**config.mk**
```make
export PLATFORM = sky130hd
export DESIGN_NAME = fcou_isqrt
export DESIGN_NICKNAME = d
export VERILOG_FILES = /design/src/hw/rtl/fcou_isqrt.sv
export SDC_FILE = /design/constraint.sdc
export NUM_CORES = 1
export LEC_CHECK = 0
export ABC_AREA = 1
export BUFFER_PORTS_ARGS = -buffer_cell sky130_fd_sc_hd__buf_2
export CORE_UTILIZATION = 48
export DETAILED_ROUTE_END_ITERATION = 12
export SLEW_MARGIN = 30
export SYNTH_ARGS = -nofsm -noshare
export SYNTH_HDL_FRONTEND = slang
export SYNTH_SLANG_ARGS = --single-unit
```
**constraint.sdc**
```tcl
create_clock -name clk -period 6.27 [get_ports clk]
set_input_delay 0.9405 -clock clk [delete_from_list [all_inputs] [get_ports clk]]
set_output_delay 0.9405 -clock clk [all_outputs]
set_load 0.03 [all_outputs]
```
**src/hw/rtl/fcou_isqrt.sv**
```systemverilog
// Digit-by-digit integer square root, two radicand bits per cycle.
// No package dependencies.
module fcou_isqrt (
  input  logic        clk,
  input  logic        rst_n,
  input  logic        start,
  input  logic [61:0] v_in,
  output logic        done,
  output logic [29:0] root
);

  logic [61:0] v_r, r_r, b_r, rb;
  logic        busy_r, done_r;

  assign rb = r_r + b_r;

  always_ff @(posedge clk) begin
    if (!rst_n) begin
      busy_r <= 1'b0;
      done_r <= 1'b0;
    end else begin
      done_r <= 1'b0;
      if (start) begin
        busy_r <= 1'b1;
      end else if (busy_r && (b_r == 62'd1)) begin
        busy_r <= 1'b0;
        done_r <= 1'b1;
      end
    end
  end

  always_ff @(posedge clk) begin
    if (start) begin
      v_r <= v_in;
      r_r <= '0;
      b_r <= 62'h1000_0000_0000_0000;
    end else if (busy_r) begin
      if (v_r >= rb) begin
        v_r <= v_r - rb;
        r_r <= (r_r >> 1) + b_r;
      end else begin
        r_r <= r_r >> 1;
      end
      b_r <= b_r >> 2;
    end
  end

  assign done = done_r;
  assign root = r_r[29:0];

endmodule

```
==> run_results.csv <==
group,metric,value,unit
place,dp.cells,3909,
route,wl_per_cell,19.38,µm
critical_path,worst_path_max_delay_cell,"o21ai_0",
finish,seq_area,0.003765,mm²
clock_network,h-tree-depth,4,
floorplan,ios,96,
logic_synthesis,synth_nets,3575,
logic_synthesis,async_flop_share,0,%
power_and_ir_drop,ir_worst_vdd,0.2204,mV
finish,fill_cells,4186,
route,drc_errors,0,
clock_network,cts_sinks,157,
place,dp_hpwl,62.67,mm
logic_synthesis,netlist_top_cells_count,"nand2_1, inv_1, nor2_1, nand3_1, a21oi_1",
finish,multiInputGateArea,0.01286,mm²
global_route,grt_use_total,37.06,%
floorplan,row_count,72,
critical_path,crit_arrival,5.32,ns
sta,drv_slew,0,
logic_synthesis,netlist.area_leader.share,21.56,%
logic_synthesis,synth_seq_cells,157,
critical_path,cpPeakStageDelay,0.48,ns
place,io_buffers,95,
place,place.gp.congestion,1.067,
critical_path,critPathRequiredTime,6.40,ns
global_route,grt_pass1_wl,114.5,mm
global_route,gr-total-overflow,0,
critical_path,startpoint,"r_r[6]",
route,vias_per_cell,5.594,
run_status,status,"completed",
finish,nets,3602,
global_route,grt_max_degree,94,
route,detail-route-antenna-nets,0,
logic_synthesis,syn-cell-area,0.01913,mm²
sta,layout_min_cycle_time,5.187,ns
power_and_ir_drop,leakagePower,0.009423,µW
job,maxCapViolations,0,
logic_synthesis,ys_warn_count,0,
floorplan,die_w,201.6,µm
sta,worst_slew_pin_slew,0.8678,ns
clock_network,ctsResizeCount,0,
power_and_ir_drop,powerDensity,352.8,mW/mm²
global_route,grt_pass1_vias,19630,
critical_path,r2r-start,"r_r[6]",
clock_network,cts_buffers,17,
route,dr.pass1.iters,6,
clock_network,clk_latency,0.47,ns
clock_network,cts_setup_buffers,0,
route,drt_iter0_drc,2416,
finish,post-route-util,52.36,%
finish,n_antenna_cell,0,
logic_synthesis,ys_types,45,
sta,maxSlewHeadroom,41.53,%
critical_path,worst-path-max-fanout,62,
clock_network,cts_buffer_depth,2,
finish,area_growth,6.756,%
logic_synthesis,synth_most_common_cell,"nand2_1",
critical_path,end_kind,"register",
critical_path,critPathKind,"reg -> reg",
route,wl,76.36,mm
route,num_vias,22050,
sta,worst_slack,1.083,ns
place,place_ws,1.151,ns
sta,fin_crit_sh,82.72,%
sta,fin_skew,0.01142,ns
logic_synthesis,synth_top_area_cell,"nand2_1",
clock_network,cts-root-buf,"clkbuf_16",
hold_path,min_from,"r_r[0]",
critical_path,cp-start-kind,"register",
floorplan,dieArea,0.04066,mm²
logic_synthesis,ys_seq_area_share,19.67,%
clock_network,cts_tree,"yes",
floorplan,core,0.03901,mm²
logic_synthesis,synth_edf_count,62,
global_route,grt_antenna_before_repair,1,
floorplan,die_h,201.6,µm
finish,fin_cells,3941,
sta,hold_violations,0,
logic_synthesis,synth_area_leaders,"nand2_1, dfxtp_1, inv_1, edfxtp_1, ha_1",
sta,setup_violations,0,
floorplan,initial_utilization,49.05,%
sta,fmax,192.8,MHz
critical_path,cp_common_cell,"nand2_1",
sta,fin_setup_tns,0,ns
hold_path,hold_path_class,"reg -> reg",
clock_network,hold_buffers,0,
clock_network,path_clk_slew,0.08,ns
sta,rsz0062_at_grt,"no",
finish,drive_above_1_share,5.405,%
logic_synthesis,synth_ff_type,"dfxtp_1",
logic_synthesis,avgSynthCellArea,5.655,µm²
logic_synthesis,synth_cells,3383,
-- worst paths after layout --
kind         depth (start not counted)      end  slack (ns)
max                                 25  v_r[12]        1.08
min                                  2   r_r[0]        0.50
max reg2reg                         25  v_r[12]        1.08
min reg2reg                          2   r_r[0]        0.50
-- cell type report --
class	count	share of cell area, %
Clock buffer	17	2.083
Clock inverter	15	0.7657
Inverter	511	9.391
Multi-Input combinational cell	2609	62.97
Sequential cell	157	18.43
Tap cell	518	3.173
Timing Repair Buffer	114	3.179
-- layer usage --
metal  track usage (%)  wire length, µm  part of all wire [%]
met5                 0                0                     0
met4             10.09             1877                   2.5
met3             7.969             7699                    10
met2             56.34            31990                    42
met1             52.49            34790                    46
-- flip-flops by register name, indices dropped and copies added (netlist names) --
name,flops
r_r,62
v_r,62
b_r,31
busy_r,1
done,1
-- kinds of logic (layout without fill, tap and decap cells) --
logic type / after synthesis / in the layout / synth area share (%)
compound gates: 494 / 494 / 13.77
xor+xnor: 78 / 78 / 3.571
fa+ha+maj: 127 / 127 / 8.345
buf+inv: 617 / 657 / 13.11
flops: 157 / 157 / 19.67
simple gates: 1910 / 1910 / 41.53
-- placed cells by master (no fill, tap or decap), types with 62 or more instances in the layout --
cell type / count
a21oi_1: 246
nor2_1: 357
nand2_1: 1098
edfxtp_1: 62
ha_1: 126
inv_1: 501
o21ai_0: 173
dfxtp_1: 94
nand3_1: 299
buf_2: 94
-- report_power, final --
| part | internal, µW | leakage, µW | switching (µW) | total [µW] |
|---|---|---|---|---|
| Combinational | 1430 | 0.00773 | 3080 | 4500 |
| Sequential | 1380 | 0.00140 | 240 | 1620 |
| Clock | 560 | 0.000285 | 529 | 1090 |
| Total | 3360 | 0.00942 | 3840 | 7210 |
-- critical path, delay by kind of cell (launching register included) --
| family | cells | cell delay (ns) |
|---|---|---|
| simple gates | 15 | 2.02 |
| compound gates | 4 | 0.92 |
| fa+ha+maj | 2 | 0.79 |
| buf+inv | 3 | 0.47 |
| flops | 1 | 0.43 |
| xor+xnor | 1 | 0.18 |
-- stage by stage --
| stage | hold slack (ns) | total power (µW) | instance area, µm² |
|---|---|---|---|
| 2_1_floorplan | 0.4631 | 4775 | 19130 |
| 3_3_place_gp | 0.4791 | 5956 | 19840 |
| 3_5_place_dp | 0.4991 | 5994 | 19840 |
| 4_1_cts | 0.5086 | 7104 | 20420 |
| 5_1_grt | 0.5494 | 7733 | 20420 |
| 6_report | 0.5020 | 7205 | 20420 |
No activity file was read; power rests on OpenSTA's default activity.
