--- config.mk ---
export PLATFORM = sky130hd
export DESIGN_NAME = fcou_div
export DESIGN_NICKNAME = d
export VERILOG_FILES = /design/src/hw/rtl/fcou_div.sv
export SDC_FILE = /design/constraint.sdc
export NUM_CORES = 1
export LEC_CHECK = 0
export BUFFER_PORTS_ARGS = -buffer_cell sky130_fd_sc_hd__buf_2
export CORE_MARGIN = 2
export CORE_UTILIZATION = 49
export DETAILED_ROUTE_END_ITERATION = 8
export PLACE_DENSITY = 0.76
export REMOVE_ABC_BUFFERS = 1
export SYNTH_ARGS = -nofsm -noshare
export SYNTH_HDL_FRONTEND = slang
export SYNTH_SLANG_ARGS = --single-unit
--- constraint.sdc ---
create_clock -name clk -period 3.9 [get_ports clk]
set_clock_uncertainty 0.15 [all_clocks]
set_input_delay 0.585 -clock clk [delete_from_list [all_inputs] [get_ports clk]]
set_output_delay 0.585 -clock clk [all_outputs]
set_load 0.05 [all_outputs]
--- src/hw/rtl/fcou_div.sv ---
// Restoring divider, one quotient bit per cycle, 15-bit quotient.
// Caller guarantees dividend < divisor * 2^15. No package dependencies.
module fcou_div (
  input  logic        clk,
  input  logic        rst_n,
  input  logic        start,
  input  logic [44:0] dividend,
  input  logic [29:0] divisor,
  output logic        done,
  output logic [14:0] quot
);

  logic [29:0] p_r, d_r;
  logic [14:0] lo_r, q_r;
  logic [30:0] pt;
  logic [3:0]  cnt_r;
  logic        busy_r, done_r, ge;

  assign pt = {p_r, lo_r[14]};
  assign ge = (pt >= {1'b0, d_r});

  always_ff @(posedge clk) begin
    if (!rst_n) begin
      busy_r <= 1'b0;
      done_r <= 1'b0;
      cnt_r  <= '0;
    end else begin
      done_r <= 1'b0;
      if (start) begin
        busy_r <= 1'b1;
        cnt_r  <= '0;
      end else if (busy_r) begin
        cnt_r <= cnt_r + 1'b1;
        if (cnt_r == 4'd14) begin
          busy_r <= 1'b0;
          done_r <= 1'b1;
        end
      end
    end
  end

  always_ff @(posedge clk) begin
    if (start) begin
      p_r  <= dividend[44:15];
      lo_r <= dividend[14:0];
      d_r  <= divisor;
      q_r  <= '0;
    end else if (busy_r) begin
      p_r  <= ge ? 30'(pt - {1'b0, d_r}) : pt[29:0];
      lo_r <= {lo_r[13:0], 1'b0};
      q_r  <= {q_r[13:0], ge};
    end
  end

  assign done = done_r;
  assign quot = q_r;

endmodule

==> results of run 1 <==
==> Yosys cell counts (2+ instances only) <==
cell type	count	share of area (%)
or3_1	3	0.32
nand4_1	5	0.54
nor4b_2	2	0.52
nand2_1	32	2.1
and4_1	2	0.30
clkbuf_1	13	0.84
dfxtp_1	21	7.3
xor2_1	6	0.91
a2bb2oi_1	2	0.30
nor2_1	56	3.6
a31oi_1	10	1.1
inv_1	40	2.6
mux2i_1	26	4.5
or2_2	2	0.22
mux2_2	17	3.3
a21oi_1	41	3.5
a211o_1	2	0.30
buf_2	3	0.26
and2_1	5	0.54
o21a_1	7	0.91
nand3_1	8	0.69
a211oi_1	4	0.52
nor2b_1	9	0.97
o211ai_1	4	0.52
edfxtp_1	75	39
o21bai_1	4	0.52
a21o_1	18	2.3
o2111ai_1	3	0.45
o2bb2ai_1	3	0.45
ha_1	32	6.9
nand2b_1	10	1.1
nor3_1	10	0.86
xnor2_1	15	2.3
buf_4	3	0.39
o21ai_0	17	1.5
a221o_1	5	0.86
nand3b_1	3	0.39
and3_1	10	1.1
==> cell usage in the layout, fill, tap and decap left out, types with 4 or more instances in the layout <==
master,instances
nor2b_1,9
nand2_1,32
nor2_1,56
and3_1,10
and2_1,5
o21ai_0,17
dfxtp_1,21
ha_1,32
a221o_1,5
nand4_1,5
o21a_1,7
nand2b_1,10
o21bai_1,4
xnor2_1,15
clkbuf_16,9
a31oi_1,10
nor3_1,10
a211oi_1,4
xor2_1,6
a21oi_1,41
buf_2,93
inv_1,40
mux2_2,17
nand3_1,8
edfxtp_1,75
o211ai_1,4
buf_4,7
a21o_1,18
mux2i_1,26
==> cell type report <==
class	instances	area, µm²	area share [%]
multi-input cells	400	2880	43.00
flip-flops and latches	96	2673	39.90
repair buffers	101	538.0	8.031
clock buffers	9	225.2	3.362
well taps	143	178.9	2.671
inverters	40	150.1	2.241
clock inverters	7	53.80	0.8031
==> worst max-delay path, delay by kind of cell (launching register included) <==
family,cells,cell delay (ps)
flip-flops,1,400
multiplexers,2,390
AO/OA/AOI/OAI,5,1280
buffers and inverters,1,350
AND/OR/NAND/NOR,1,230
adder cells (fa/ha/maj),1,380
==> flip-flops by register name, summed over array words and instances, names as in the netlist <==
register,count
busy_r,1
cnt_r,4
d_r,30
done,1
lo_r,15
p_r,30
quot,15
==> kinds of logic after synthesis <==
kind of cell,after synthesis,share of synthesized area (%)
compound gates,137,16.72
xor+xnor,21,3.175
fa+ha+maj,33,7.257
buf+inv,60,4.147
flops,96,46.13
mux,43,7.797
simple gates,166,14.77
==> worst paths after layout <==
| kind | from | endpoint | slack (ps) | cells after the start |
|---|---|---|---|---|
| max reg2reg | p_r[5] | p_r[0] | 480 | 10 |
| max | p_r[5] | p_r[0] | 480 | 10 |
| min | divisor[17] | d_r[17] | 250 | 1 |
| min reg2reg | quot[14] | quot[14] | 360 | 2 |
==> report_power, final <==
| part | total [µW] | leakage, µW | internal (µW) | switching (µW) |
|---|---|---|---|---|
| clock | 847 | 0.000141 | 439 | 408 |
| sequential | 1340 | 0.000914 | 1280 | 65.1 |
| combinational | 1490 | 0.00189 | 647 | 843 |
| total | 3680 | 0.00294 | 2370 | 1320 |
==> through the flow <==
| step | cell area [µm²] | utilization (%) |
|---|---|---|
| after floorplan | 5703 | - |
| after global placement | 6420 | 55.98 |
| after detailed placement | 6420 | 55.98 |
| after CTS | 6699 | 58.42 |
| after global routing | 6699 | 58.42 |
| final | 6699 | 58.42 |
==> layer usage <==
| metal | wire (µm) | GRT usage [%] |
|---|---|---|
| met5 | 0 | 0 |
| met4 | 235 | 8.211 |
| met3 | 842 | 4.660 |
| met2 | 5937 | 33.33 |
| met1 | 5930 | 28.01 |
==> metrics, run 1 <==
Inserted Clock Buffers=9; # DRC=0; Slew @ Worst Pin=705.4 ps; largest stage delay on the critical path=490 ps; Finish-stage setup viols=0; Global Route Usage Sum=20.94%; HPWL after detailed placement=9493 µm; Vias=4,507; total global routing overflow=0; Initial Util=50.52%; core area=11,470 µm²; initial antenna violation count=0; Post-synth EDFFs=75; CTS tree=yes; critical-path cell list=ha_1 > a21o_1 > or2_0 > o21bai_1 > a211o_1 > a21oi_4 > a41oi_4 > buf_4 > mux2i_1 > mux2_2; Clock Pin Slew Worst Setup and Hold Paths=70 ps; first-pass GRT wire length=21,480 µm; Setup WS pre-CTS=524.4 ps; largest net degree at the start of global routing=38; Post-Syn Area per Cell=10.42 µm²; min Tclk post-route=3416 ps; synth warn=0; Slowest-stage cell, CP=a41oi_4; DRT iter0 DRCs=254; Post-CTS Hold Fix Bufs=0; final hold vios=0; I/O Pins=94; CP Max Fanout=17; async set-reset flop share out of synthesis=0%; required time of the critical path=3860 ps; htree depth=3; Inst Count DP=780; Worst Setup Start Kind=flip-flop; FF+latch count, synth=96; Design Power=3682 µW; clk sink count=96; Area Overhead vs Synth=15.64%; Site Rows=39; RSZ-0062 raised after global routing=false; Final Wtd Congestion=0.8839; achievable clock frequency=292.7 MHz; number of fillers in the final layout=981; WS Path Type=reg2reg; PwrDens=549.6 nW/µm²; fraction of layout cells with a size suffix above 1=22.51%; Detailed Routing Iterations Pass 1=5; Final Max Tran Viols=0; critical path arrival=3380 ps; Tcrit/Tclk final=87.59%; vias in the first global route=4,491; maxcap violations=0; Root Driver=clkbuf_16; ANT nets after route=0; Synth Instances=556; Avg Vias per Cell=5.662; Primary FF master, synth=edfxtp_1; die height=112.7 µm; register area share after synthesis=46.13%; Antenna diodes=0; relative slew slack=52.92%; Lkg Pwr=0.002945 µW; CP Capture Type=flip-flop; Cell variety after synth=66; post-cts repair resize count=0; Die ar.=12,710 µm²; non-filler cells, final=796; Routed WL per cell=16.27 µm; status=completed; die width=112.7 µm; Hold Path Class=in2reg; clock latency on the worst-skew pair=360 ps; # port buffers=93; Post-CTS Setup Bufs=0; CTS Buffer Depth=2; Routed WL=12,950 µm; Final nets=759; Sum Neg Setup Slack=0 ps; Post-Syn Area=5793 µm²; final worst slack=484.0 ps; peak supply drop=0.3628 mV; hold_ws=247.1 ps
Power figures use the tool's default switching activity.
==> run 2: changes to the inputs <==
--- a/config.mk
+++ b/config.mk
@@ -8,7 +8,7 @@
 export BUFFER_PORTS_ARGS = -buffer_cell sky130_fd_sc_hd__buf_2
 export CORE_MARGIN = 2
-export CORE_UTILIZATION = 49
+export CORE_UTILIZATION = 42
 export DETAILED_ROUTE_END_ITERATION = 8
-export PLACE_DENSITY = 0.76
+export PLACE_DENSITY = 0.67
 export REMOVE_ABC_BUFFERS = 1
 export SYNTH_ARGS = -nofsm -noshare
==> constraint.sdc (replaced) <==
create_clock -name clk -period 3.9 [get_ports clk]
set_clock_uncertainty 0.15 [all_clocks]
set_input_delay 0.195 -clock clk [delete_from_list [all_inputs] [get_ports clk]]
set_output_delay 0.195 -clock clk [all_outputs]
set_load 0.005 [all_outputs]
==> run 2 against run 1 <==
  * Worst hold slack got worse by 240 ps
  * Via count rose by 4.9%
  * Core utilization fell by 3.9 points
  * Clock-buffer cell count rose by 1
  * Die area rose by 16%
  * Register-to-register slack improved by 90 ps
  * Cell count rose by 11%
  * Critical path depth did not move
  * Sequential share of layout area fell by 3.2 points
  * Non-clock buffer count rose by 52
  * Combinational power rose by 3%
  * Critical path type unchanged
  * Critical endpoint is now p_r[11]
  * Largest cell class unchanged
  * Highest routed layer unchanged
==> metrics, run 2 (synthesis gave the netlist of run 1 again) <==
relative slew slack=23.46% (-29 points); CTS Buffer Depth=2 (unchanged); core area=13,350 µm² (+16%); die height=121.4 µm (+7.7%); final worst slack=576.0 ps (+91.96 ps); largest net degree at the start of global routing=47 (+24%); maxcap violations=0 (unchanged); Setup WS pre-CTS=563.4 ps (+39.06 ps); required time of the critical path=3850 ps (about the same); Routed WL per cell=15.38 µm (-5.5%); initial antenna violation count=0 (unchanged); R2R setup slack=580 ps (+90 ps); min Tclk post-route=3324 ps (-91.96 ps); Avg Vias per Cell=5.365 (-5.2%); clock latency on the worst-skew pair=360 ps (about the same); Sum Neg Setup Slack=0 ps (unchanged); Antenna diodes=0 (unchanged); critical-path cell list=ha_1 > nand4_1 > nand2b_1 > o41ai_2 > a31oi_1 > o21ai_2 > a41o_1 > buf_12 > mux2i_1 > a21oi_1; number of fillers in the final layout=1,212 (+24%); Placed Area=6461 µm² (+0.64%); Global Route Usage Sum=19.08% (-1.9 points); first-pass GRT wire length=22,250 µm (+3.6%); Final Max Tran Viols=0 (unchanged); fraction of layout cells with a size suffix above 1=20.85% (-1.7 points); Lkg Pwr=0.003170 µW (+7.6%); CP Max Fanout=14 (-3); Site Rows=42 (+7.7%); Final Cell Area=7278 µm² (+8.6%); Area Overhead vs Synth=25.64%; RSZ-0062 raised after global routing=false; Slowest-stage cell, CP=edfxtp_1; Inserted Clock Buffers=9 (unchanged); Inst Count DP=813 (+4.2%); Vias=4,727 (+4.9%); I/O Pins=94 (unchanged); htree depth=3 (unchanged); peak supply drop=0.3982 mV (+9.7%); non-filler cells, final=881 (+11%); post-cts repair resize count=0 (unchanged); Post-Route Utilization=54.53% (-3.9 points); total global routing overflow=0 (unchanged); DRT iter0 DRCs=292 (+15%); Routed WL=13,550 µm (+4.6%); die width=121.4 µm (+7.7%); multi-input logic area=2880 µm² (unchanged); sink of the worst hold path=lo_r[6]; Hold Crit Depth=2 (+1); Clock Pin Slew Worst Setup and Hold Paths=70 ps (about the same); vias in the first global route=4,646 (+3.5%); clk sink count=96 (unchanged); Sequential Area=2673 µm² (unchanged); # DRC=0 (unchanged); Finish-stage setup viols=0 (unchanged); ANT nets after route=0 (unchanged); FF-to-FF path depth=10 (unchanged); Root Driver=clkbuf_16; CTS tree=yes; Final nets=811 (+6.9%); status=completed; Initial Util=43.40% (-7.1 points); PwrDens=517.8 nW/µm² (-5.8%); Slew @ Worst Pin=1148 ps (+442.7 ps); # port buffers=93 (unchanged); achievable clock frequency=300.8 MHz (+2.8%); Tcrit/Tclk final=85.23% (-2.4 points); Reg-to-Reg Start=p_r[20]; most frequent cells in the layout=buf_2 (93), edfxtp_1 (75), nor2_1 (56); r2r endpoint=p_r[11]; final hold vios=0 (unchanged); WS Path Type=reg2reg; Die ar.=14,750 µm² (+16%); Final Wtd Congestion=0.9039 (+2.3%); HP Start=dividend[6]; HPWL after detailed placement=9593 µm (+1.0%); Worst Setup Start Kind=flip-flop; CP Capture Type=flip-flop; largest registers=d_r x30, p_r x30; Hold Path Class=in2reg; largest stage delay on the critical path=460 ps (-30 ps); commonest non-fill, non-tap cell in the layout=buf_2; critical path arrival=3270 ps (-110 ps); Detailed Routing Iterations Pass 1=5 (unchanged)
[run 2: changes by cell type in the layout (fill, tap and decap cells not counted), sizes merged]
cell | before | now
clkbuf | 9 | 10
dlygate4sd3 | 0 | 52
clkinv | 4 | 1
inv | 43 | 45
[run 2: how the worst max path moves through the flow]
stage	cells after the start	to	from
finish	10	p_r[11]	p_r[20]
global route	10	p_r[15]	p_r[1]
CTS	10	p_r[11]	p_r[11]
detailed placement	10	p_r[11]	p_r[11]
global placement	10	p_r[15]	p_r[11]
floorplan	9	p_r[27]	p_r[11]
[run 2: routing by layer]
metal,GRT usage (%),wire (µm),share of wire (%),vias up
met2,31.25,6335,47,132
li1,-,-,-,2326
met3,5.498,735,5.4,22
met5,0,0,0,-
met1,24.76,6298,46,2247
met4,5.029,176,1.3,0
[run 2: cell type report]
class	count	area share (%)
multi-input combinational	400	39.57
sequential	96	36.72
timing repair buffer	153	14.54
clock buffer	10	3.283
tap	176	3.026
inverter	40	2.063
clock inverter	6	0.7908
[run 2: repair_timing]
item | 4_1_cts | 5_1_grt
setup endpoints to repair | 0 | 0
hold buffers | 52 | 0
hold endpoints to repair | 52 | 0
setup buffers | 0 | 0
[run 2: metrics by stage]
stage | total power (µW) | hold slack (ps)
6_report | 3768 | 5.244
2_1_floorplan | 2462 | 117.4
4_1_cts | 3780 | 2.215
5_1_grt | 4006 | 5.628
3_5_place_dp | 2836 | 223.1
3_3_place_gp | 2809 | 221.0
[run 2: worst max-delay path, delay by kind of cell, from the launching register on]
kind	cells	cell delay, ps
AO/OA/AOI/OAI	5	1180
adder cells (fa/ha/maj)	1	440
buffers and inverters	1	210
flip-flops	1	460
multiplexers	1	200
AND/OR/NAND/NOR	2	420
[run 2: power breakdown]
group	internal [µW]	switching, µW	total [µW]
registers	1280	66.2	1350
clock network	468	428	896
logic	685	842	1530
