--- src/hw/rtl/fcou_pkg.sv ---
// Shared types, constants and the arctangent table for the camera update block.
// No dependencies; imported by fcou_cordic and the top level.
package fcou_pkg;

  localparam logic [16:0] YAW_FULL = 17'd92160;
  localparam int          ATAN_N   = 24;

  localparam logic signed [33:0] CORDIC_GAIN = 34'sd652032874;

  localparam logic [2:0] CFG_MOVE_SPEED = 3'd0;
  localparam logic [2:0] CFG_LOOK_SENS  = 3'd1;
  localparam logic [2:0] CFG_UP_X       = 3'd2;
  localparam logic [2:0] CFG_UP_Y       = 3'd3;
  localparam logic [2:0] CFG_UP_Z       = 3'd4;

  typedef struct packed {
    logic               done;
    logic signed [31:0] c;
    logic signed [31:0] s;
  } cordic_res_t;

  // atan(2^-i) in degrees, Q.16
  function automatic logic [21:0] atan_q16(input logic [4:0] i);
    logic [21:0] v;
    unique case (i)
      5'd0:  v = 22'd2949120;
      5'd1:  v = 22'd1740967;
      5'd2:  v = 22'd919879;
      5'd3:  v = 22'd466945;
      5'd4:  v = 22'd234379;
      5'd5:  v = 22'd117304;
      5'd6:  v = 22'd58665;
      5'd7:  v = 22'd29335;
      5'd8:  v = 22'd14668;
      5'd9:  v = 22'd7334;
      5'd10: v = 22'd3667;
      5'd11: v = 22'd1833;
      5'd12: v = 22'd917;
      5'd13: v = 22'd458;
      5'd14: v = 22'd229;
      5'd15: v = 22'd115;
      5'd16: v = 22'd57;
      5'd17: v = 22'd29;
      5'd18: v = 22'd14;
      5'd19: v = 22'd7;
      5'd20: v = 22'd4;
      5'd21: v = 22'd2;
      5'd22: v = 22'd1;
      default: v = 22'd0;
    endcase
    return v;
  endfunction

endpackage

--- src/hw/rtl/fcou_cordic.sv ---
// Iterative rotation-mode CORDIC, one micro-rotation per cycle.
// Depends on fcou_pkg (gain, arctangent table, result struct).
module fcou_cordic import fcou_pkg::*; #(
  parameter int STEPS = 16
) (
  input  logic               clk,
  input  logic               rst_n,
  input  logic               start,
  input  logic signed [25:0] z_in,
  output cordic_res_t        res
);

  localparam int N  = (STEPS > ATAN_N) ? ATAN_N : STEPS;
  localparam int CW = $clog2(N);

  logic signed [33:0] x_r, y_r, shx, shy;
  logic signed [25:0] z_r, at;
  logic [CW-1:0]      cnt_r;
  logic               busy_r, done_r;

  assign shx = x_r >>> cnt_r;
  assign shy = y_r >>> cnt_r;
  assign at  = $signed({4'b0, atan_q16(5'(cnt_r))});

  always_ff @(posedge clk) begin
    if (!rst_n) begin
      busy_r <= 1'b0;
      done_r <= 1'b0;
      cnt_r  <= '0;
    end else begin
      done_r <= 1'b0;
      if (start) begin
        busy_r <= 1'b1;
        cnt_r  <= '0;
      end else if (busy_r) begin
        cnt_r <= cnt_r + 1'b1;
        if (cnt_r == CW'(N - 1)) begin
          busy_r <= 1'b0;
          done_r <= 1'b1;
        end
      end
    end
  end

  always_ff @(posedge clk) begin
    if (start) begin
      x_r <= CORDIC_GAIN;
      y_r <= '0;
      z_r <= z_in;
    end else if (busy_r) begin
      if (!z_r[25]) begin
        x_r <= x_r - shy;
        y_r <= y_r + shx;
        z_r <= z_r - at;
      end else begin
        x_r <= x_r + shy;
        y_r <= y_r - shx;
        z_r <= z_r + at;
      end
    end
  end

  assign res.done = done_r;
  assign res.c    = x_r[31:0];
  assign res.s    = y_r[31:0];

endmodule

--- config.mk ---
export PLATFORM = sky130hd
export DESIGN_NAME = fcou_cordic
export DESIGN_NICKNAME = d
export VERILOG_FILES = /design/src/hw/rtl/fcou_pkg.sv /design/src/hw/rtl/fcou_cordic.sv
export SDC_FILE = /design/constraint.sdc
export NUM_CORES = 1
export LEC_CHECK = 0
export BUFFER_PORTS_ARGS = -buffer_cell sky130_fd_sc_hd__buf_2
export CAP_MARGIN = 15
export CORE_ASPECT_RATIO = 1.2
export CORE_MARGIN = 2
export CORE_UTILIZATION = 40
export DETAILED_ROUTE_END_ITERATION = 10
export GPL_ROUTABILITY_DRIVEN = 0
export SLEW_MARGIN = 10
export SYNTH_ARGS = -nofsm -noshare
export SYNTH_HDL_FRONTEND = slang
export SYNTH_SLANG_ARGS = --single-unit
--- constraint.sdc ---
create_clock -name clk -period 8.57 [get_ports clk]
set_clock_uncertainty 0.1 [all_clocks]
set_input_delay 0.857 -clock clk [delete_from_list [all_inputs] [get_ports clk]]
set_output_delay 0.857 -clock clk [all_outputs]
set_load 0.01 [all_outputs]
==> summary.md, run 1 <==
| Metric | Value |
|---|---|
| Synth warn | 0 |
| Pin count of the biggest net entering global routing | 72 |
| Fin Setup TNS | 0 ns |
| CTS tree | built |
| Crit Path Category | reg2reg |
| Layout cell share with drive strength beyond 1 | 13.2% |
| Tot GR Track Use | 22.4% |
| Top_reg_cell synth | dfxtp_1 |
| I/O Pins | 94 |
| First-pass GRT wire length | 70500 microns |
| Number of flops mapped to enable cells by yosys | 26 |
| DP Wirelength | 34000 microns |
| Vias in the first global route | 13200 |
| Reg2Reg Depth | 21 |
| Net Sw Power | 3.14 mW |
| Worst EP required | 8.81 ns |
| Worst EP arrival | 7.13 ns |
| Adder-Cell Fraction of Synth Area | 8.86% |
| Rel. slew slack | 31.0% |
| Core area | 37000 sq um |
| Clk buf depth | 2 |
| Sw frac | 49.3% |
| Reg2reg start | cnt_r[0] |
| Synthesized flop and latch total | 122 |
| Final setup viols | 0 |
| Maxcap violations | 0 |
| Wire per inst | 19.3 microns |
| First-pass iteration count of the detailed router | 6 |
| CP max FO | 71 |
| Remaining Overflow, GRT | 0 |
| Combinational share of power | 70.8% |
| Unique masters post-synth | 92 |
| Post-Synth Simple-Gate Area | 17.3% |
| Skew-Pair Late Insertion Delay | 0.45 ns |
| Initial detailed-routing violation count | 1033 |
| Nets@finish | 1960 |
| ANT nets after route | 0 |
| H-tree depth | 4 |
| Compound-Gate Fraction of Synth Area | 22.5% |
| Power Dens Cells | 401 nW/um^2 |
| Internal | 3.23 mW |
| Num CTS Buffers | 17 |
| Die ar. | 39300 sq um |
| Resized Gates After CTS | 0 |
| Status | completed |
| Hold WC Path Type | reg2reg |
| Area Overhead vs Synth | 5.38% |
| Clk sink count | 122 |
| DP Cell Count | 2280 |
| Port bufs | 93 |
| Setup crit start | cnt_r[0] |
| Async set-reset flop share out of synthesis | 0% |
| Tmin final | 6.89 ns |
| Worst slew pin tran | 1.03 ns |
| Critical Path Sink Type | flop |
| Max Fclk | 145 MHz |
| Vias | 13800 |
| Leakage | 6.79 nW |
| Worst setup SP type | flop |
| Via density per instance | 5.99 |
| Final Hold Vio Count | 0 |
| Initial Utilization | 40.8% |
| R2R Path End | x_r[33] |
| Clock network power share | 11.5% |
| Placement Rows | 77 |
| Critical path capture point | x_r[33] |
| Syn Nets | 1986 |
| Die Y | 217 microns |
| Max incr delay on CP | 1.00 ns |
| Multiplexer area fraction after synthesis | 16.7% |
| Synth Instances | 1852 |
| Post-CTS setup buffers | 0 |
| Commonest cells after routing, fill and taps aside | 192 x nor2_1, 181 x nand2_1, 135 x a21oi_1, 120 x o21ai_0, 102 x ha_1 |
| Die span in x | 181 microns |
| Filler Cell Count | 3763 |
| Tcrit/Tclk final | 80.4% |
| Crit-path slowest cell | dfxtp_4 |
| Diode count | 0 |
| Hold Buf Count CTS | 0 |
| Multi-input logic area | 11200 sq um |
| Most common cell after layout, fill and taps aside | nor2_1 |
| Clock-pin transition on the worst setup and hold timing paths | 0.06 ns |
| Unrepaired setup endpoints after global routing | no |
| CTS root buf | clkbuf_16 |
| Drt total wl | 44500 microns |
| Flop pwr share | 17.6% |
| Reg area | 2720 sq um |
| Post-Synth XOR/XNOR Area | 9.24% |
| Maximum VDD drop | 0.181 mV |
| Initial antenna violation count | 1 |
| R2r setup slk | 1.68 ns |
| Finished Layout Cells | 2313 |
| DR DRC count | 0 |
| Seq/Total Area, Yosys | 17.9% |
| Largest family of logic cells by synthesized area | compound AO/OA/AOI/OAI gates |
| Synthesized area per cell | 8.14 sq um |
| Max Slew Vio Count | 0 |
| Netlist Area Pre-Place | 15100 sq um |
| CP Cell Sequence | inv_1, mux4_2, nand2_1, o21ai_0, ha_1, nor2b_1, o2111a_1, nand3b_1, nor4_1, nor2_1, xnor2_1, ha_1, and3_1, a21oi_1, nand2b_1, a21oi_1, a2111oi_0, o31ai_1, or2_2, mux2i_1, mux2_2 |
==> per-stage QoR <==
step	cell area (sq um)	utilization [%]	total power [mW]	hold slack, ns	setup WS (ns)
after floorplan	15100	-	4.70	0.380	2.86
after global placement	15300	41.3	5.56	0.422	1.89
after detailed placement	15300	41.3	5.59	0.448	1.78
after CTS	15900	42.9	6.38	0.459	1.72
after global routing	15900	42.9	6.97	0.502	0.940
final	15900	42.9	6.37	0.445	1.68
==> cells by family after synthesis <==
family / count (synthesis)
XOR/XNOR: 159
adder cells (fa/ha/maj): 105
AO/OA/AOI/OAI: 525
multiplexers: 179
buffers and inverters: 196
flip-flops: 122
AND/OR/NAND/NOR: 566
==> area by class of cell <==
| class | instances | share of cell area, % |
|---|---|---|
| clock inverters | 14 | 1.00 |
| multi-input cells | 1534 | 70.7 |
| well taps | 474 | 3.73 |
| flip-flops and latches | 122 | 17.1 |
| repair buffers | 107 | 3.73 |
| inverters | 44 | 1.04 |
| clock buffers | 18 | 2.70 |
==> synth_stat cells, types with 42 or more instances <==
cell type | number | area [sq um]
nor2_1 | 192 | 721
o21ai_0 | 120 | 601
nand2_1 | 181 | 679
dfxtp_1 | 96 | 1920
xnor2_1 | 89 | 780
xor2_1 | 70 | 613
buf_4 | 73 | 548
ha_1 | 102 | 1280
mux2i_1 | 88 | 881
clkbuf_1 | 44 | 165
a21oi_1 | 135 | 676
nor3_1 | 42 | 210
mux2_2 | 43 | 484
a21o_1 | 45 | 338
==> state kept, by name, summed over array words and instances, names as in the netlist <==
| name | flops |
|---|---|
| busy_r | 1 |
| done_r | 1 |
| x_r | 34 |
| cnt_r | 4 |
| at | 22 |
| z_r | 26 |
| y_r | 34 |
==> worst min path at each step <==
stage	cells after the start	from	slack [ns]	to
2_1_floorplan	2	y_r[0]	0.38	y_r[0]
4_1_cts	2	y_r[0]	0.46	y_r[0]
3_3_place_gp	2	y_r[0]	0.42	y_r[0]
3_5_place_dp	2	y_r[0]	0.45	y_r[0]
6_report	2	y_r[0]	0.44	y_r[0]
5_1_grt	2	y_r[0]	0.50	y_r[0]
==> per-layer routing <==
| layer | GRT usage, % | wire [microns] | vias to the layer above | share of wire, % |
|---|---|---|---|---|
| li1 | - | - | 6756 | - |
| met2 | 39.0 | 21700 | 459 | 49 |
| met3 | 3.31 | 2020 | 121 | 4.5 |
| met1 | 26.4 | 18300 | 6512 | 41 |
| met5 | 0 | 0 | - | 0 |
| met4 | 12.6 | 2530 | 0 | 5.7 |
==> worst max-delay path: cells and delay by family, from the launching register on <==
family                   cells  cell delay (ns)
AO/OA/AOI/OAI                6             1.43
XOR/XNOR                     1             0.17
adder cells (fa/ha/maj)      2             0.51
buffers and inverters        1             0.61
flip-flops                   1             1.00
multiplexers                 3             1.02
AND/OR/NAND/NOR              8             1.88
==> power by group through the flow <==
stage | registers [mW] | logic, mW | clock network, mW
after global placement | 1.13 | 4.43 | 0
after global routing | 1.15 | 5.04 | 0.781
after floorplan | 0.925 | 3.77 | 0
after detailed placement | 1.13 | 4.46 | 0
after CTS | 1.12 | 4.50 | 0.761
final | 1.12 | 4.51 | 0.735
Power figures use the tool's default switching activity.
==> run 2, diff against run 1 <==
- clock period: 8.57 -> 6.2 ns (I/O delays scaled with it)
==> run 2 against run 1 <==
Compared with the run above:
- setup slack worse by 1.3 ns
- sequential power is 31% higher
- sequential share of layout area is 0.28 points lower
- sequential cell count stayed put
- combinational power is 45% higher
- global-route usage is 1.4 points higher
- cell area is 1.8% higher
- worst hold slack worse by 0.15 ns
- final cell count is 1.2% higher
- clock power is 39% higher
- register-to-register slack worse by 1.3 ns
- critical path type unchanged
- largest power group unchanged
==> summary.md, run 2 (synthesis results as in run 1) <==
| Metric | Value |
|---|---|
| Status | completed (unchanged) |
| H-tree depth | 4 (unchanged) |
| Initial Utilization | 40.8% (unchanged) |
| ANT nets after route | 0 (unchanged) |
| Initial antenna violation count | 0 (was 1) |
| Drt total wl | 46900 microns (was 44500 microns) |
| Tcrit/Tclk final | 94.2% (was 80.4%) |
| Rel. slew slack | 32.9% (was 31.0%) |
| Max Slew Vio Count | 0 (unchanged) |
| Initial detailed-routing violation count | 1085 (was 1033) |
| Clock-pin transition on the worst setup and hold timing paths | 0.07 ns (was 0.06 ns) |
| Worst EP required | 6.48 ns (was 8.81 ns) |
| Commonest cells after routing, fill and taps aside | 192 x nor2_1, 181 x nand2_1, 135 x a21oi_1, 119 x o21ai_0, 102 x ha_1 (was 192 x nor2_1, 181 x nand2_1, 135 x a21oi_1, 120 x o21ai_0, 102 x ha_1) |
| I/O Pins | 94 (unchanged) |
| Maximum VDD drop | 0.237 mV (was 0.181 mV) |
| Pin count of the biggest net entering global routing | 87 (was 72) |
| Most common cell after layout, fill and taps aside | nor2_1 (unchanged) |
| Worst setup SP type | flop (unchanged) |
| Num CTS Buffers | 17 (unchanged) |
| Tot GR Track Use | 23.8% (was 22.4%) |
| Layout cell share with drive strength beyond 1 | 14.7% (was 13.2%) |
| Remaining Overflow, GRT | 0 (unchanged) |
| Post-placement cell area | 15500 sq um (was 15300 sq um) |
| CTS tree | built (unchanged) |
| Vias in the first global route | 13800 (was 13200) |
| Largest registers | x_r: 34 flops, y_r: 34 flops, z_r: 26 flops (unchanged) |
| Die ar. | 39300 sq um (unchanged) |
| DP Wirelength | 35500 microns (was 34000 microns) |
| CP max FO | 18 (was 71) |
| Hold WC Path Type | in2reg (was reg2reg) |
| Placement Rows | 77 (unchanged) |
| Die Y | 217 microns (unchanged) |
| Port bufs | 93 (unchanged) |
| Max Fclk | 171 MHz (was 145 MHz) |
| Via density per instance | 6.01 (was 5.99) |
| Core area | 37000 sq um (unchanged) |
| Final Hold Vio Count | 0 (unchanged) |
| Clk sink count | 122 (unchanged) |
| Hold Buf Count CTS | 0 (unchanged) |
| Wire per inst | 20.1 microns (was 19.3 microns) |
| Crit Path Category | reg2reg (unchanged) |
| Diode count | 0 (unchanged) |
| Final instance area | 16200 sq um (was 15900 sq um) |
| Nets@finish | 1987 (was 1960) |
| Die span in x | 181 microns (unchanged) |
| First-pass iteration count of the detailed router | 6 (unchanged) |
| DR DRC count | 0 (unchanged) |
| First-pass GRT wire length | 74600 microns (was 70500 microns) |
| Fin Setup TNS | 0 ns (unchanged) |
| Tmin final | 5.84 ns (was 6.89 ns) |
| CTS root buf | clkbuf_16 (unchanged) |
| Clk buf depth | 2 (unchanged) |
| Worst slew pin tran | 1.00 ns (was 1.03 ns) |
| Power Dens Cells | 558 nW/um^2 (was 401 nW/um^2) |
| Maxcap violations | 0 (unchanged) |
| Filler Cell Count | 3779 (was 3763) |
| Unrepaired setup endpoints after global routing | no (unchanged) |
| Vias | 14100 (was 13800) |
| Leakage | 6.95 nW (was 6.79 nW) |
| Final setup viols | 0 (unchanged) |
| Worst EP arrival | 6.12 ns (was 7.13 ns) |
| Critical Path Sink Type | flop (unchanged) |
| Area Overhead vs Synth | 7.26% (was 5.38%) |
| Skew-Pair Late Insertion Delay | 0.46 ns (was 0.45 ns) |
## run 2: cell type report
| cell class | instances | area, sq um | share of cell area, % |
|---|---|---|---|
| Clock buffer | 19 | 454 | 2.81 |
| Clock inverter | 13 | 135 | 0.836 |
| Inverter | 44 | 165 | 1.02 |
| Multi-Input combinational cell | 1534 | 11200 | 69.6 |
| Sequential cell | 122 | 2720 | 16.8 |
| Tap cell | 474 | 593 | 3.67 |
| Timing Repair Buffer | 134 | 857 | 5.30 |
## run 2: repair_timing
| item | 4_1_cts | 5_1_grt |
|---|---|---|
| buffers inserted | 0 | 3 |
| setup endpoints to repair | 0 | 8 |
| resized for setup | 0 | 6 |
## run 2: worst paths after layout
| kind | startpoint | cells past startpoint | endpoint | slack [ns] |
|---|---|---|---|---|
| worst max-delay path | cnt_r[0] | 19 | y_r[33] | 0.36 |
| worst max register to register | cnt_r[0] | 19 | y_r[33] | 0.36 |
| worst min register to register | y_r[0] | 2 | y_r[0] | 0.44 |
| worst min-delay path | rst_n | 2 | busy_r | 0.29 |
## run 2: metal layers
metal  part of all wire [%]  GRT usage (%)  routed length (microns)  vias up
met3                    5.1           3.38                     2380      131
met1                     40           27.7                    18900     6649
met4                    4.7           11.0                     2200        0
met2                     50           43.0                    23500      483
met5                      0              0                        0        -
li1                       -              -                        -     6803
## run 2: worst max-delay path, cell delays in order, from the launching register on
cell      delay, ns
dfxtp_4        0.50
buf_6          0.23
buf_4          0.30
mux4_1         0.65
mux2_2         0.33
or3_1          0.39
a221oi_2       0.26
nand3_2        0.22
or4_1          0.64
nor3_1         0.20
nor2_1         0.07
xnor2_1        0.16
ha_1           0.37
a21oi_1        0.12
and3b_1        0.18
o31a_1         0.13
o41ai_1        0.40
xor2_1         0.23
nand3_1        0.12
a21oi_2        0.16
## run 2: report_power, final
| part | total, mW | internal [mW] | switching, mW |
|---|---|---|---|
| Sequential | 1.47 | 1.06 | 0.406 |
| Clock | 1.02 | 0.585 | 0.434 |
| Combinational | 6.53 | 2.86 | 3.67 |
| Total | 9.02 | 4.51 | 4.51 |
## run 2: per-stage QoR
step	instances	hold slack [ns]	total power [mW]	setup WS, ns	util [%]
finish	2340	0.294	9.02	0.363	43.7
detailed placement	2304	0.439	7.90	0.262	41.9
global route	2340	0.302	9.82	0.00924	43.7
global placement	2304	0.398	7.82	0.354	41.9
floorplan	1852	0.380	6.50	0.489	-
CTS	2336	0.264	8.99	0.232	43.5
